### config.mk
export PLATFORM = sky130hd
export DESIGN_NAME = six_axis_gesture_classifier_unit_flat
export DESIGN_NICKNAME = d
export VERILOG_FILES = /design/src/hw/rtl/sagc_pkg.sv /design/src/hw/rtl/sagc_if.sv /design/src/hw/rtl/six_axis_gesture_classifier_unit.sv /design/src/hw/rtl/sagc_lane.sv /design/src/hw/rtl/sagc_merge.sv /design/src/flat_wrapper.sv
export SDC_FILE = /design/constraint.sdc
export NUM_CORES = 1
export LEC_CHECK = 0
export ABC_AREA = 1
export BUFFER_PORTS_ARGS = -buffer_cell sky130_fd_sc_hd__buf_4
export CORE_MARGIN = 8
export CORE_UTILIZATION = 40
export DETAILED_ROUTE_END_ITERATION = 7
export HOLD_SLACK_MARGIN = 0.08
export PLACE_DENSITY = 0.57
export SLEW_MARGIN = 5
export SYNTH_ARGS = -nofsm -noshare
export SYNTH_HDL_FRONTEND = slang
export SYNTH_SLANG_ARGS = --single-unit
export TNS_END_PERCENT = 5
### constraint.sdc
create_clock -name clk -period 7.3 [get_ports clk]
set_input_delay 0.73 -clock clk [delete_from_list [all_inputs] [get_ports clk]]
set_output_delay 0.73 -clock clk [all_outputs]
set_load 0.01 [all_outputs]
### src/hw/rtl/sagc_pkg.sv
// Shared constants, types and gesture patterns of the six-axis gesture classifier.
`default_nettype none

package sagc_pkg;

  // Sample width default and register widths.
  localparam int SAMPLE_BITS_DEF = 10;
  localparam int CFG_THR_BITS    = 10;
  localparam int CFG_INDEX_W     = 2;

  // Axes, levels and patterns.
  localparam int AXES         = 6;
  localparam int LEVEL_W      = 2;
  localparam int LEVELS_W     = AXES * LEVEL_W;
  localparam int NUM_PATTERNS = 10;
  localparam int CODE_W       = 4;

  // Reset values of the configuration registers.
  localparam int LOW_THR_RESET  = 290;
  localparam int HIGH_THR_RESET = 380;

  // Configuration register indexes.
  localparam logic [CFG_INDEX_W-1:0] REG_LOW_THRESHOLD  = 2'd0;
  localparam logic [CFG_INDEX_W-1:0] REG_HIGH_THRESHOLD = 2'd1;
  localparam logic [CFG_INDEX_W-1:0] REG_LEFT_HAND      = 2'd2;

  // Level codes of one axis.
  localparam logic [LEVEL_W-1:0] LVL_ZERO  = 2'd0;
  localparam logic [LEVEL_W-1:0] LVL_PLUS  = 2'd1;
  localparam logic [LEVEL_W-1:0] LVL_MINUS = 2'd3;

  // Gesture codes.
  localparam logic [CODE_W-1:0] GEST_NONE = 4'd0;

  // Rows of the pattern table that trade places for the left hand.
  localparam int TAKE_ROW = 2;
  localparam int PUSH_ROW = 3;

  // Packed patterns, axis i in bits 2i+1..2i, in priority order (right hand).
  localparam logic [LEVELS_W-1:0] PATTERNS [NUM_PATTERNS] = '{
    12'h410,  // flat
    12'h110,  // bump
    12'h041,  // take
    12'h0C3,  // push
    12'h30C,  // stop
    12'h40C,  // revolution
    12'h510,  // down
    12'hC04,  // clench
    12'hC30,  // beg
    12'h330   // flex
  };

  // What the merging stage reports for one word.
  typedef struct packed {
    logic              changed;
    logic              emit;
    logic [CODE_W-1:0] code;
  } sagc_match_t;

endpackage

`default_nettype wire

### src/hw/rtl/sagc_if.sv
// Channel interfaces of the six-axis gesture classifier: samples, results, configuration.
`default_nettype none

interface sagc_in_if #(
  parameter int SAMPLE_BITS = 10
);
  logic                   valid;
  logic                   ready;
  logic [SAMPLE_BITS-1:0] palm_x_sample;
  logic [SAMPLE_BITS-1:0] palm_y_sample;
  logic [SAMPLE_BITS-1:0] palm_z_sample;
  logic [SAMPLE_BITS-1:0] knuckle_x_sample;
  logic [SAMPLE_BITS-1:0] knuckle_y_sample;
  logic [SAMPLE_BITS-1:0] knuckle_z_sample;

  modport source (
    output valid, palm_x_sample, palm_y_sample, palm_z_sample,
           knuckle_x_sample, knuckle_y_sample, knuckle_z_sample,
    input  ready
  );
  modport sink (
    input  valid, palm_x_sample, palm_y_sample, palm_z_sample,
           knuckle_x_sample, knuckle_y_sample, knuckle_z_sample,
    output ready
  );
endinterface

interface sagc_out_if;
  logic       valid;
  logic       ready;
  logic [3:0] gesture_code;

  modport source (output valid, gesture_code, input ready);
  modport sink (input valid, gesture_code, output ready);
endinterface

interface sagc_cfg_if #(
  parameter int DATA_W = 10
);
  logic              valid;
  logic              ready;
  logic [1:0]        index;
  logic [DATA_W-1:0] data;

  modport source (output valid, index, data, input ready);
  modport sink (input valid, index, data, output ready);
endinterface

`default_nettype wire

### src/hw/rtl/six_axis_gesture_classifier_unit.sv
// Top level of the six-axis gesture classifier: lanes, merging stage, state and output buffer.
//
//   channel   role      carries
//   -------   ------    ------------------------------------------------
//   samples   sink      six axis samples, palm X/Y/Z and knuckle X/Y/Z
//   gesture   source    gesture_code, sent only when the gesture changes
//   cfg       sink      index and data of a register write, always ready
//
// No register lies before the buffer: six lanes quantize a word, the merging stage matches
// it and the result lands in a two-entry output buffer at the clock edge that takes the word.
// One word per cycle is sustained; samples.ready drops only when both buffer
// entries hold results that the sink has not taken. Synchronous reset loads the
// threshold defaults, right hand, all-zero levels and gesture none.
`default_nettype none

module six_axis_gesture_classifier_unit #(
  parameter int SAMPLE_BITS = sagc_pkg::SAMPLE_BITS_DEF
) (
  input  wire logic   clk,
  input  wire logic   rst,
  sagc_in_if.sink     samples,
  sagc_out_if.source  gesture,
  sagc_cfg_if.sink    cfg
);
  import sagc_pkg::*;

  localparam int ThrW = (SAMPLE_BITS > CFG_THR_BITS) ? SAMPLE_BITS : CFG_THR_BITS;

  // Configuration registers.
  logic [ThrW-1:0] low_threshold;
  logic [ThrW-1:0] high_threshold;
  logic            left_hand;

  // Classifier state.
  logic [LEVELS_W-1:0] last_levels;
  logic [CODE_W-1:0]   last_gesture;

  // Output buffer: head register and skid entry.
  logic              head_valid;
  logic [CODE_W-1:0] head_code;
  logic              skid_valid;
  logic [CODE_W-1:0] skid_code;

  logic [SAMPLE_BITS-1:0] sample_vec [AXES];
  logic [LEVELS_W-1:0]    levels;
  sagc_match_t            match;
  logic                   accept;
  logic                   push;
  logic                   pop;

  assign sample_vec[0] = samples.palm_x_sample;
  assign sample_vec[1] = samples.palm_y_sample;
  assign sample_vec[2] = samples.palm_z_sample;
  assign sample_vec[3] = samples.knuckle_x_sample;
  assign sample_vec[4] = samples.knuckle_y_sample;
  assign sample_vec[5] = samples.knuckle_z_sample;

  // One quantizer lane per axis.
  for (genvar g = 0; g < AXES; g++) begin : g_lane
    sagc_lane #(
      .SAMPLE_BITS (SAMPLE_BITS)
    ) u_lane (
      .sample         (sample_vec[g]),
      .low_threshold  (low_threshold),
      .high_threshold (high_threshold),
      .level          (levels[g*LEVEL_W +: LEVEL_W])
    );
  end

  sagc_merge u_merge (
    .levels       (levels),
    .last_levels  (last_levels),
    .last_gesture (last_gesture),
    .left_hand    (left_hand),
    .match        (match)
  );

  // Handshakes.
  assign samples.ready = !skid_valid;
  assign accept        = samples.valid && !skid_valid;
  assign push          = accept && match.emit;
  assign pop           = head_valid && gesture.ready;

  assign gesture.valid        = head_valid;
  assign gesture.gesture_code = head_code;
  assign cfg.ready            = 1'b1;

  // Register writes keep the low sample bits of a threshold.
  always_ff @(posedge clk) begin
    if (rst) begin
      low_threshold  <= ThrW'(LOW_THR_RESET);
      high_threshold <= ThrW'(HIGH_THR_RESET);
      left_hand      <= 1'b0;
    end else if (cfg.valid) begin
      unique case (cfg.index)
        REG_LOW_THRESHOLD:  low_threshold  <= ThrW'(SAMPLE_BITS'(cfg.data));
        REG_HIGH_THRESHOLD: high_threshold <= ThrW'(SAMPLE_BITS'(cfg.data));
        REG_LEFT_HAND:      left_hand      <= cfg.data[0];
        default: ;
      endcase
    end
  end

  // Last levels and last reported gesture follow each accepted word.
  always_ff @(posedge clk) begin
    if (rst) begin
      last_levels  <= '0;
      last_gesture <= GEST_NONE;
    end else if (accept) begin
      if (match.changed) begin
        last_levels <= levels;
      end
      if (match.emit) begin
        last_gesture <= match.code;
      end
    end
  end

  // Two-entry output buffer; a push never arrives while the skid entry is full.
  always_ff @(posedge clk) begin
    if (rst) begin
      head_valid <= 1'b0;
      skid_valid <= 1'b0;
    end else if (pop) begin
      if (skid_valid) begin
        head_valid <= 1'b1;
        skid_valid <= push;
      end else begin
        head_valid <= push;
      end
    end else if (push) begin
      if (head_valid) begin
        skid_valid <= 1'b1;
      end else begin
        head_valid <= 1'b1;
      end
    end
  end

  // Payload of the buffer entries.
  always_ff @(posedge clk) begin
    if (pop) begin
      if (skid_valid) begin
        head_code <= skid_code;
        skid_code <= match.code;
      end else begin
        head_code <= match.code;
      end
    end else if (push) begin
      if (head_valid) begin
        skid_code <= match.code;
      end else begin
        head_code <= match.code;
      end
    end
  end

endmodule

`default_nettype wire

### src/hw/rtl/sagc_lane.sv
// One axis lane: quantizes a sample to a level against the two thresholds.
`default_nettype none

module sagc_lane #(
  parameter int SAMPLE_BITS = sagc_pkg::SAMPLE_BITS_DEF
) (
  input  wire logic [SAMPLE_BITS-1:0] sample,
  input  wire logic [((SAMPLE_BITS > sagc_pkg::CFG_THR_BITS) ?
                      SAMPLE_BITS : sagc_pkg::CFG_THR_BITS)-1:0] low_threshold,
  input  wire logic [((SAMPLE_BITS > sagc_pkg::CFG_THR_BITS) ?
                      SAMPLE_BITS : sagc_pkg::CFG_THR_BITS)-1:0] high_threshold,
  output logic [sagc_pkg::LEVEL_W-1:0]  level
);
  import sagc_pkg::*;

  localparam int ThrW = (SAMPLE_BITS > CFG_THR_BITS) ? SAMPLE_BITS : CFG_THR_BITS;

  logic [ThrW-1:0] sample_ext;

  assign sample_ext = ThrW'(sample);

  // Below low gives minus one, else below high gives zero, else plus one.
  always_comb begin
    priority if (sample_ext < low_threshold) begin
      level = LVL_MINUS;
    end else if (sample_ext < high_threshold) begin
      level = LVL_ZERO;
    end else begin
      level = LVL_PLUS;
    end
  end

endmodule

`default_nettype wire

### src/hw/rtl/sagc_merge.sv
// Merging stage: change detection, pattern match over the lane levels, and emit decision.
`default_nettype none

module sagc_merge (
  input  wire logic [sagc_pkg::LEVELS_W-1:0] levels,
  input  wire logic [sagc_pkg::LEVELS_W-1:0] last_levels,
  input  wire logic [sagc_pkg::CODE_W-1:0]   last_gesture,
  input  wire logic                          left_hand,
  output sagc_pkg::sagc_match_t              match
);
  import sagc_pkg::*;

  logic [NUM_PATTERNS-1:0] hit;
  logic [CODE_W-1:0]       code;

  // Compare against every pattern at once; take and push trade rows for the left hand.
  always_comb begin
    for (int i = 0; i < NUM_PATTERNS; i++) begin
      if (left_hand && i == TAKE_ROW) begin
        hit[i] = (levels == PATTERNS[PUSH_ROW]);
      end else if (left_hand && i == PUSH_ROW) begin
        hit[i] = (levels == PATTERNS[TAKE_ROW]);
      end else begin
        hit[i] = (levels == PATTERNS[i]);
      end
    end
  end

  // Lowest matching row wins; the scan runs downward so the last write has priority.
  always_comb begin
    code = GEST_NONE;
    for (int i = NUM_PATTERNS - 1; i >= 0; i--) begin
      if (hit[i]) begin
        code = CODE_W'(i + 1);
      end
    end
  end

  assign match.changed = (levels != last_levels);
  assign match.emit    = match.changed && (code != last_gesture);
  assign match.code    = code;

endmodule

`default_nettype wire

### src/flat_wrapper.sv
// flat-port wrapper written by rule: the top's interface ports become plain ports
module six_axis_gesture_classifier_unit_flat import sagc_pkg::*;
#(
  parameter int SAMPLE_BITS = sagc_pkg::SAMPLE_BITS_DEF
)
  (clk, rst, samples_valid, samples_palm_x_sample, samples_palm_y_sample, samples_palm_z_sample, samples_knuckle_x_sample, samples_knuckle_y_sample, samples_knuckle_z_sample, samples_ready, gesture_valid, gesture_gesture_code, gesture_ready, cfg_valid, cfg_index, cfg_data, cfg_ready);
  sagc_in_if #(.SAMPLE_BITS(SAMPLE_BITS)) samples_i ();
  sagc_out_if gesture_i ();
  sagc_cfg_if #(.DATA_W(CFG_THR_BITS)) cfg_i ();
  input  wire logic clk;
  input  wire logic rst;
  input wire logic [$bits(samples_i.valid)-1:0] samples_valid;
  input wire logic [$bits(samples_i.palm_x_sample)-1:0] samples_palm_x_sample;
  input wire logic [$bits(samples_i.palm_y_sample)-1:0] samples_palm_y_sample;
  input wire logic [$bits(samples_i.palm_z_sample)-1:0] samples_palm_z_sample;
  input wire logic [$bits(samples_i.knuckle_x_sample)-1:0] samples_knuckle_x_sample;
  input wire logic [$bits(samples_i.knuckle_y_sample)-1:0] samples_knuckle_y_sample;
  input wire logic [$bits(samples_i.knuckle_z_sample)-1:0] samples_knuckle_z_sample;
  output wire logic [$bits(samples_i.ready)-1:0] samples_ready;
  output wire logic [$bits(gesture_i.valid)-1:0] gesture_valid;
  output wire logic [$bits(gesture_i.gesture_code)-1:0] gesture_gesture_code;
  input wire logic [$bits(gesture_i.ready)-1:0] gesture_ready;
  input wire logic [$bits(cfg_i.valid)-1:0] cfg_valid;
  input wire logic [$bits(cfg_i.index)-1:0] cfg_index;
  input wire logic [$bits(cfg_i.data)-1:0] cfg_data;
  output wire logic [$bits(cfg_i.ready)-1:0] cfg_ready;
  assign samples_i.valid = samples_valid;
  assign samples_i.palm_x_sample = samples_palm_x_sample;
  assign samples_i.palm_y_sample = samples_palm_y_sample;
  assign samples_i.palm_z_sample = samples_palm_z_sample;
  assign samples_i.knuckle_x_sample = samples_knuckle_x_sample;
  assign samples_i.knuckle_y_sample = samples_knuckle_y_sample;
  assign samples_i.knuckle_z_sample = samples_knuckle_z_sample;
  assign samples_ready = samples_i.ready;
  assign gesture_valid = gesture_i.valid;
  assign gesture_gesture_code = gesture_i.gesture_code;
  assign gesture_i.ready = gesture_ready;
  assign cfg_i.valid = cfg_valid;
  assign cfg_i.index = cfg_index;
  assign cfg_i.data = cfg_data;
  assign cfg_ready = cfg_i.ready;
  six_axis_gesture_classifier_unit #(.SAMPLE_BITS(SAMPLE_BITS)) u_core (.clk(clk), .rst(rst), .samples(samples_i), .gesture(gesture_i), .cfg(cfg_i));
endmodule
### Yosys cells after proc, flatten, opt, wreduce, memory -nomap -nowiden

Cells that the tools add are included.

| word-level totals | value |
|---|---|
| bits in registers | 47 |
| latch bits | 0 |
| RAM bits | 0 |
| bits in read-only memories | 0 |
| bits of input ports | 77 |
| memories kept | 0 |

| cells by class | value |
|---|---|
| add/sub/neg operators | 0 |
| $mul | 0 |
| div/mod/pow operators | 0 |
| magnitude comparators | 12 |
| equality and inequality tests | 16 |
| shift-type cells | 0 |
| muxes and demuxes | 39 |
| bitwise operators | 0 |
| reduce and logical (&&, ||, !) cells | 16 |

Operators with widths:

| operator | count |
|---|---|
| 10-bit < comparator | 12 |
| 4-bit two-way mux | 18 |
| 12-bit by 11-bit == test with 1-bit output (second input constant) | 3 |
| 12-bit by 10-bit == test with 1-bit output (second input constant) | 2 |
| 12-bit == test (second input constant) | 2 |
| 1-bit two-way mux | 15 |
| 2-bit AND reduction | 7 |
| 12-bit by 7-bit == test with 1-bit output (second input constant) | 1 |
| 12-bit by 8-bit == test with 1-bit output (second input constant) | 1 |
| 12-bit by 9-bit == test with 1-bit output (second input constant) | 1 |
| 2-bit two-way mux | 6 |
| 12-bit != test | 1 |
| 1-bit logical AND | 4 |
| 4-bit != test | 1 |
| 2-bit nonzero test | 2 |
| 3-bit AND reduction | 1 |
| 2-bit by 1-bit == test with 1-bit output (second input constant) | 1 |
| 2-bit == test (second input constant) | 1 |
| 2-bit zero test | 1 |
| 2-bit by 1-bit != test with 1-bit output (second input constant) | 1 |
| 2-bit != test (second input constant) | 1 |
| 1-bit zero test | 1 |

### Longest topological paths before layout

| depth | value |
|---|---|
| word-level depth | 19 |
| gate-level depth with buffers | 23 |
| gate-level depth less buffers | 23 |

### Hierarchy

Synthesis repeated with hierarchy kept, for this count alone.

| second synthesis, totals | value |
|---|---|
| cell total of the unflattened synthesis | 932 |
| area total of the unflattened synthesis | 5731.7 sq um |

Modules (own cells, without submodules):

| module | times used | cells an instance | area each (sq um) | seq. area each (sq um) |
|---|---|---|---|---|
| sagc_lane | 6 | 89 | 510.5 | 0.0 |
| six_axis_gesture_classifier_unit | 1 | 264 | 1950.6 | 1021.0 |
| sagc_merge | 1 | 134 | 718.2 | 0.0 |

### Worst setup path before layout

OpenSTA, ideal clock, no wires.

| timing | value |
|---|---|
| path type | input-to-reg |
| from | input samples_knuckle_y_sample[9] |
| to | register u_core.head_code[0], in the netlist u_core.gesture.gesture_code[0], enable pin |
| data arrival time | 2602 ps |
| data required time | 6965 ps |
| path slack | 4363 ps |
| stages on the path | 15 |
| cells stage by stage | ha_1 > a21o_1 > nor2_1 > nand3_4 > nand2_2 > nor2_1 > nand3_1 > nand2_2 > nor2_2 > nand3_2 > nand2_1 > nand2_1 > nand3_4 > nand2_4 > o21ai_1 |

| between the ends | value |
|---|---|
| word-level cells in the longest chain between the ends | 19 |
| elaborated cells between the ends (all ways) | 32 |

RTL lines:

| element | RTL line | RTL |
|---|---|---|
| from (decl) | flat_wrapper.sv:17 | `input wire logic [$bits(samples_i.knuckle_y_sample)-1:0] samples_knuckle_y_sample;` |
| 10-bit < comparator | sagc_lane.sv:26 | `end else if (sample_ext < high_threshold) begin` |
| 1-bit two-way mux | sagc_lane.sv:26 |  |
| 2-bit two-way mux * | sagc_lane.sv:24 | `priority if (sample_ext < low_threshold) begin` |
| 12-bit by 10-bit == test with 1-bit output | sagc_merge.sv:24 | `hit[i] = (levels == PATTERNS[i]);` |
| 4-bit two-way mux (10 in a row) | sagc_merge.sv:33 | `if (hit[i]) begin` |
| 4-bit != test | sagc_merge.sv:40 | `assign match.emit = match.changed && (code != last_gesture);` |
| 1-bit logical AND * | sagc_merge.sv:40 |  |
| 1-bit logical AND * | six_axis_gesture_classifier_unit.sv:81 | `assign push = accept && match.emit;` |
| 2-bit nonzero test (no source line) * | n/a |  |
| 2-bit AND reduction (no source line) * | n/a |  |
| to (signal assigned) | six_axis_gesture_classifier_unit.sv:144 | `head_code <= skid_code;` |
| to (signal assigned) | six_axis_gesture_classifier_unit.sv:147 | `head_code <= match.code;` |
| to (signal assigned) | six_axis_gesture_classifier_unit.sv:153 | `head_code <= match.code;` |
| to (decl) | six_axis_gesture_classifier_unit.sv:40 | `logic [CODE_W-1:0] head_code;` |

Every way passes the cells marked *; elsewhere a longest branch is shown, timed or not.
A chain may end at the register's enable or synchronous reset.

### Worst setup path in the final report

| timing | value |
|---|---|
| from | register u_core.low_threshold[9] |
| to | register u_core.head_code[0], in the netlist u_core.gesture.gesture_code[0], enable pin |

| between the ends | value |
|---|---|
| word-level cells in the longest chain between the ends | 18 |
| elaborated cells between the ends (all ways) | 40 |

RTL lines:

| element | RTL line | RTL |
|---|---|---|
| from (decl) | six_axis_gesture_classifier_unit.sv:30 | `logic [ThrW-1:0] low_threshold;` |
| from (signal assigned) | six_axis_gesture_classifier_unit.sv:91 | `low_threshold <= ThrW'(LOW_THR_RESET);` |
| from (signal assigned) | six_axis_gesture_classifier_unit.sv:96 | `REG_LOW_THRESHOLD: low_threshold <= ThrW'(SAMPLE_BITS'(cfg.data));` |
| 10-bit < comparator | sagc_lane.sv:24 |  |
| 2-bit two-way mux | sagc_lane.sv:24 |  |
| 12-bit by 10-bit == test with 1-bit output | sagc_merge.sv:24 |  |
| 4-bit two-way mux (10 in a row) | sagc_merge.sv:33 |  |
| 4-bit != test | sagc_merge.sv:40 |  |
| 1-bit logical AND * | sagc_merge.sv:40 |  |
| 1-bit logical AND * | six_axis_gesture_classifier_unit.sv:81 |  |
| 2-bit nonzero test (no source line) * | n/a |  |
| 2-bit AND reduction (no source line) * | n/a |  |

Marks and branches as above.

==> metrics.txt <==
worst IR drop on VDD 98.8 uV; Final HPWL DP 12.4 mm; max incr delay on CP 330 ps; initial drt markers 229; RSZ-0062 raised after global routing false; # DRC 0; Req. time, crit path 7270 ps; Vias 4868; synth unique cells 36; cts bufs inserted 5; Ports 84; via/cell ratio 4.83; Placeable Area 13000 um2; Fill cells 1382; CTS Hold Bufs 0; Initial Utilization 0.403; GRT Util Overall 0.178; most frequent CP cell nand2_4; Rows 42; H-tree depth 2; post-cts sizing count 0; Skew-Pair Late Insertion Delay 290 ps; number of I/O port buffers 82; P_leak 3.34 nW; synthesis-to-finish area growth 18.4%; most frequent cells in the layout 206 x nand2_1, 108 x ha_1, 99 x inv_1; final WL 14.7 mm; Setup CP Type flop to flop; setup TNS 0 ps; synthesis-stage register bit count 47; Layout Skew 7.62 ps; Setup-failing EPs final 0; CTS tree done; Max Slew Vio Count 0; root buf cell clkbuf_16; Pre-antenna DRT Iters 4; pwr dens 142 nW/um2; critical-path cell list inv_1 -> ha_1 -> a21o_1 -> nor2_1 -> nand3_4 -> nand2_2 -> xor2_1 -> nor4_4 -> nand3_2 -> nand2_4 -> inv_4 -> nand2_4 -> o21ai_1; Least-Margin Pin Slew 1110 ps; Rel. slew slack 0.260; crit path launch type flop; status finished clean; Max-Cap Viols 0; crit path max-delay cell type ha_1; number of buffers on the longest clock path 2; WL per Instance 14.6 um; fmax 319 MHz; global placer's final weighted congestion 0.867; Yosys Warn Count 0; total grt overflow 0; final hold violation count 0; Crit. End Element flop; share of layout cells above drive strength 1 0.180; Final period util 0.429; post-synthesis area per instance 7.00 um2; clk sinks 47; Synth Net Count 934; Clk pin slew, worst setup/hold paths 70 ps; first-pass GRT wire length 23.5 mm; largest net degree at the start of global routing 37; n_diodes 0; post-synthesis cell count 749; Worst Path Max Fanout 24; nets 1016; vias in the first global route 4798; Die Width 131 um; Critical Path AT 3100 ps; initial antenna violation count 0; post-synthesis cell area 5250 um2; Worst Hold Class flop to flop; Die Area 17000 um2; Final Hold Slack 475 ps; most common cell after layout, fill and taps aside nand2_1; Die Span Y 131 um; register area share after synthesis 0.195; post-CTS setup buffers 0; crit path time final 3130 ps; Post-DRT Antenna Nets 0
==> cells in the mapped netlist (all sizes together) <==
| library cell | n | area [um2] |
|---|---|---|
| nor3 | 4 | 20.0 |
| nor4 | 2 | 33.8 |
| and2 | 1 | 7.51 |
| xor2 | 5 | 43.8 |
| inv | 104 | 393 |
| nor2 | 92 | 418 |
| clkbuf | 4 | 16.3 |
| conb | 1 | 3.75 |
| o211ai | 10 | 75.1 |
| nand4 | 5 | 31.3 |
| edfxtp | 8 | 240 |
| nand3 | 47 | 378 |
| nand2 | 218 | 873 |
| a211oi | 1 | 7.51 |
| a21o | 12 | 90.1 |
| buf | 4 | 35.0 |
| xnor2 | 6 | 52.6 |
| ha | 108 | 1350 |
| o21ai | 28 | 140 |
| and3 | 1 | 6.26 |
| dfxtp | 39 | 781 |
| a21oi | 49 | 249 |
==> worst max-delay path, delay by kind of cell, from the launching register on <==
kind	cells	cell delay (ps)
AO/OA/AOI/OAI	2	480
AND/OR/NAND/NOR	7	850
flip-flops	1	300
buffers and inverters	2	540
XOR/XNOR	1	290
adder cells (fa/ha/maj)	1	330
==> worst paths after layout <==
| path | from | to | slack (ps) | depth (start not counted) |
|---|---|---|---|---|
| worst min-delay path | u_core.last_levels[6]$_SDFFE_PP0P_ | u_core.last_levels[6]$_SDFFE_PP0P_ | 480 | 2 |
| worst max register to register | u_core.low_threshold[9]$_SDFFE_PP0P_ | u_core.gesture.gesture_code[0]$_DFFE_PP_ | 4170 | 13 |
| worst min register to register | u_core.last_levels[6]$_SDFFE_PP0P_ | u_core.last_levels[6]$_SDFFE_PP0P_ | 480 | 2 |
| worst max-delay path | u_core.low_threshold[9]$_SDFFE_PP0P_ | u_core.gesture.gesture_code[0]$_DFFE_PP_ | 4170 | 13 |
==> flip-flops by register name, indices dropped and copies added, names as in the netlist <==
register / cells
u_core.left_hand: 1
u_core.last_levels: 12
u_core.gesture.valid: 1
u_core.last_gesture: 4
u_core.skid_code: 4
u_core.low_threshold: 10
u_core.high_threshold: 10
u_core.gesture.gesture_code: 4
u_core.skid_valid: 1
==> report_power, final <==
| part | total, W | internal [W] | leakage (nW) | switching, W |
|---|---|---|---|---|
| logic | 0.000322 | 0.000129 | 2.86 | 0.000193 |
| registers | 0.000296 | 0.000285 | 0.401 | 0.0000109 |
| clock network | 0.000267 | 0.000163 | 0.0804 | 0.000104 |
==> logic make-up after synthesis <==
logic type,synth area share
xor+xnor,0.0184
other cells,0.000715
simple gates,0.337
compound gates,0.107
buf+inv,0.0847
fa+ha+maj,0.258
flops,0.195
==> final cells by class <==
cell class | count | area (um2) | share of cell area
clock buffer | 5 | 125 | 0.0201
clock inverter | 3 | 46.3 | 0.00746
inverter | 104 | 393 | 0.0633
multi-input combinational | 590 | 3780 | 0.609
sequential | 47 | 1020 | 0.164
tap | 176 | 220 | 0.0355
timing repair buffer | 83 | 623 | 0.100
==> metal layers <==
| metal | wire (um) | track usage | vias up |
|---|---|---|---|
| met1 | 6960 | 0.223 | 2166 |
| met2 | 6930 | 0.311 | 84 |
| met3 | 607 | 0.0264 | 13 |
| met5 | 0 | 0 | - |
| li1 | - | - | 2605 |
| met4 | 206 | 0.0466 | 0 |
==> metrics by stage <==
stage | cell area [um2] | util | cells | worst slack, ps | power [W]
3_5_place_dp | 6040 | 0.463 | 1000 | 3870 | 0.000625
5_1_grt | 6210 | 0.476 | 1008 | 3950 | 0.000950
3_3_place_gp | 6040 | 0.463 | 1000 | 3970 | 0.000616
6_report | 6210 | 0.476 | 1008 | 4170 | 0.000885
2_1_floorplan | 5250 | - | 749 | 4360 | 0.000517
4_1_cts | 6210 | 0.476 | 1008 | 4130 | 0.000893
Note: power is estimated with default switching activity, not from simulation.
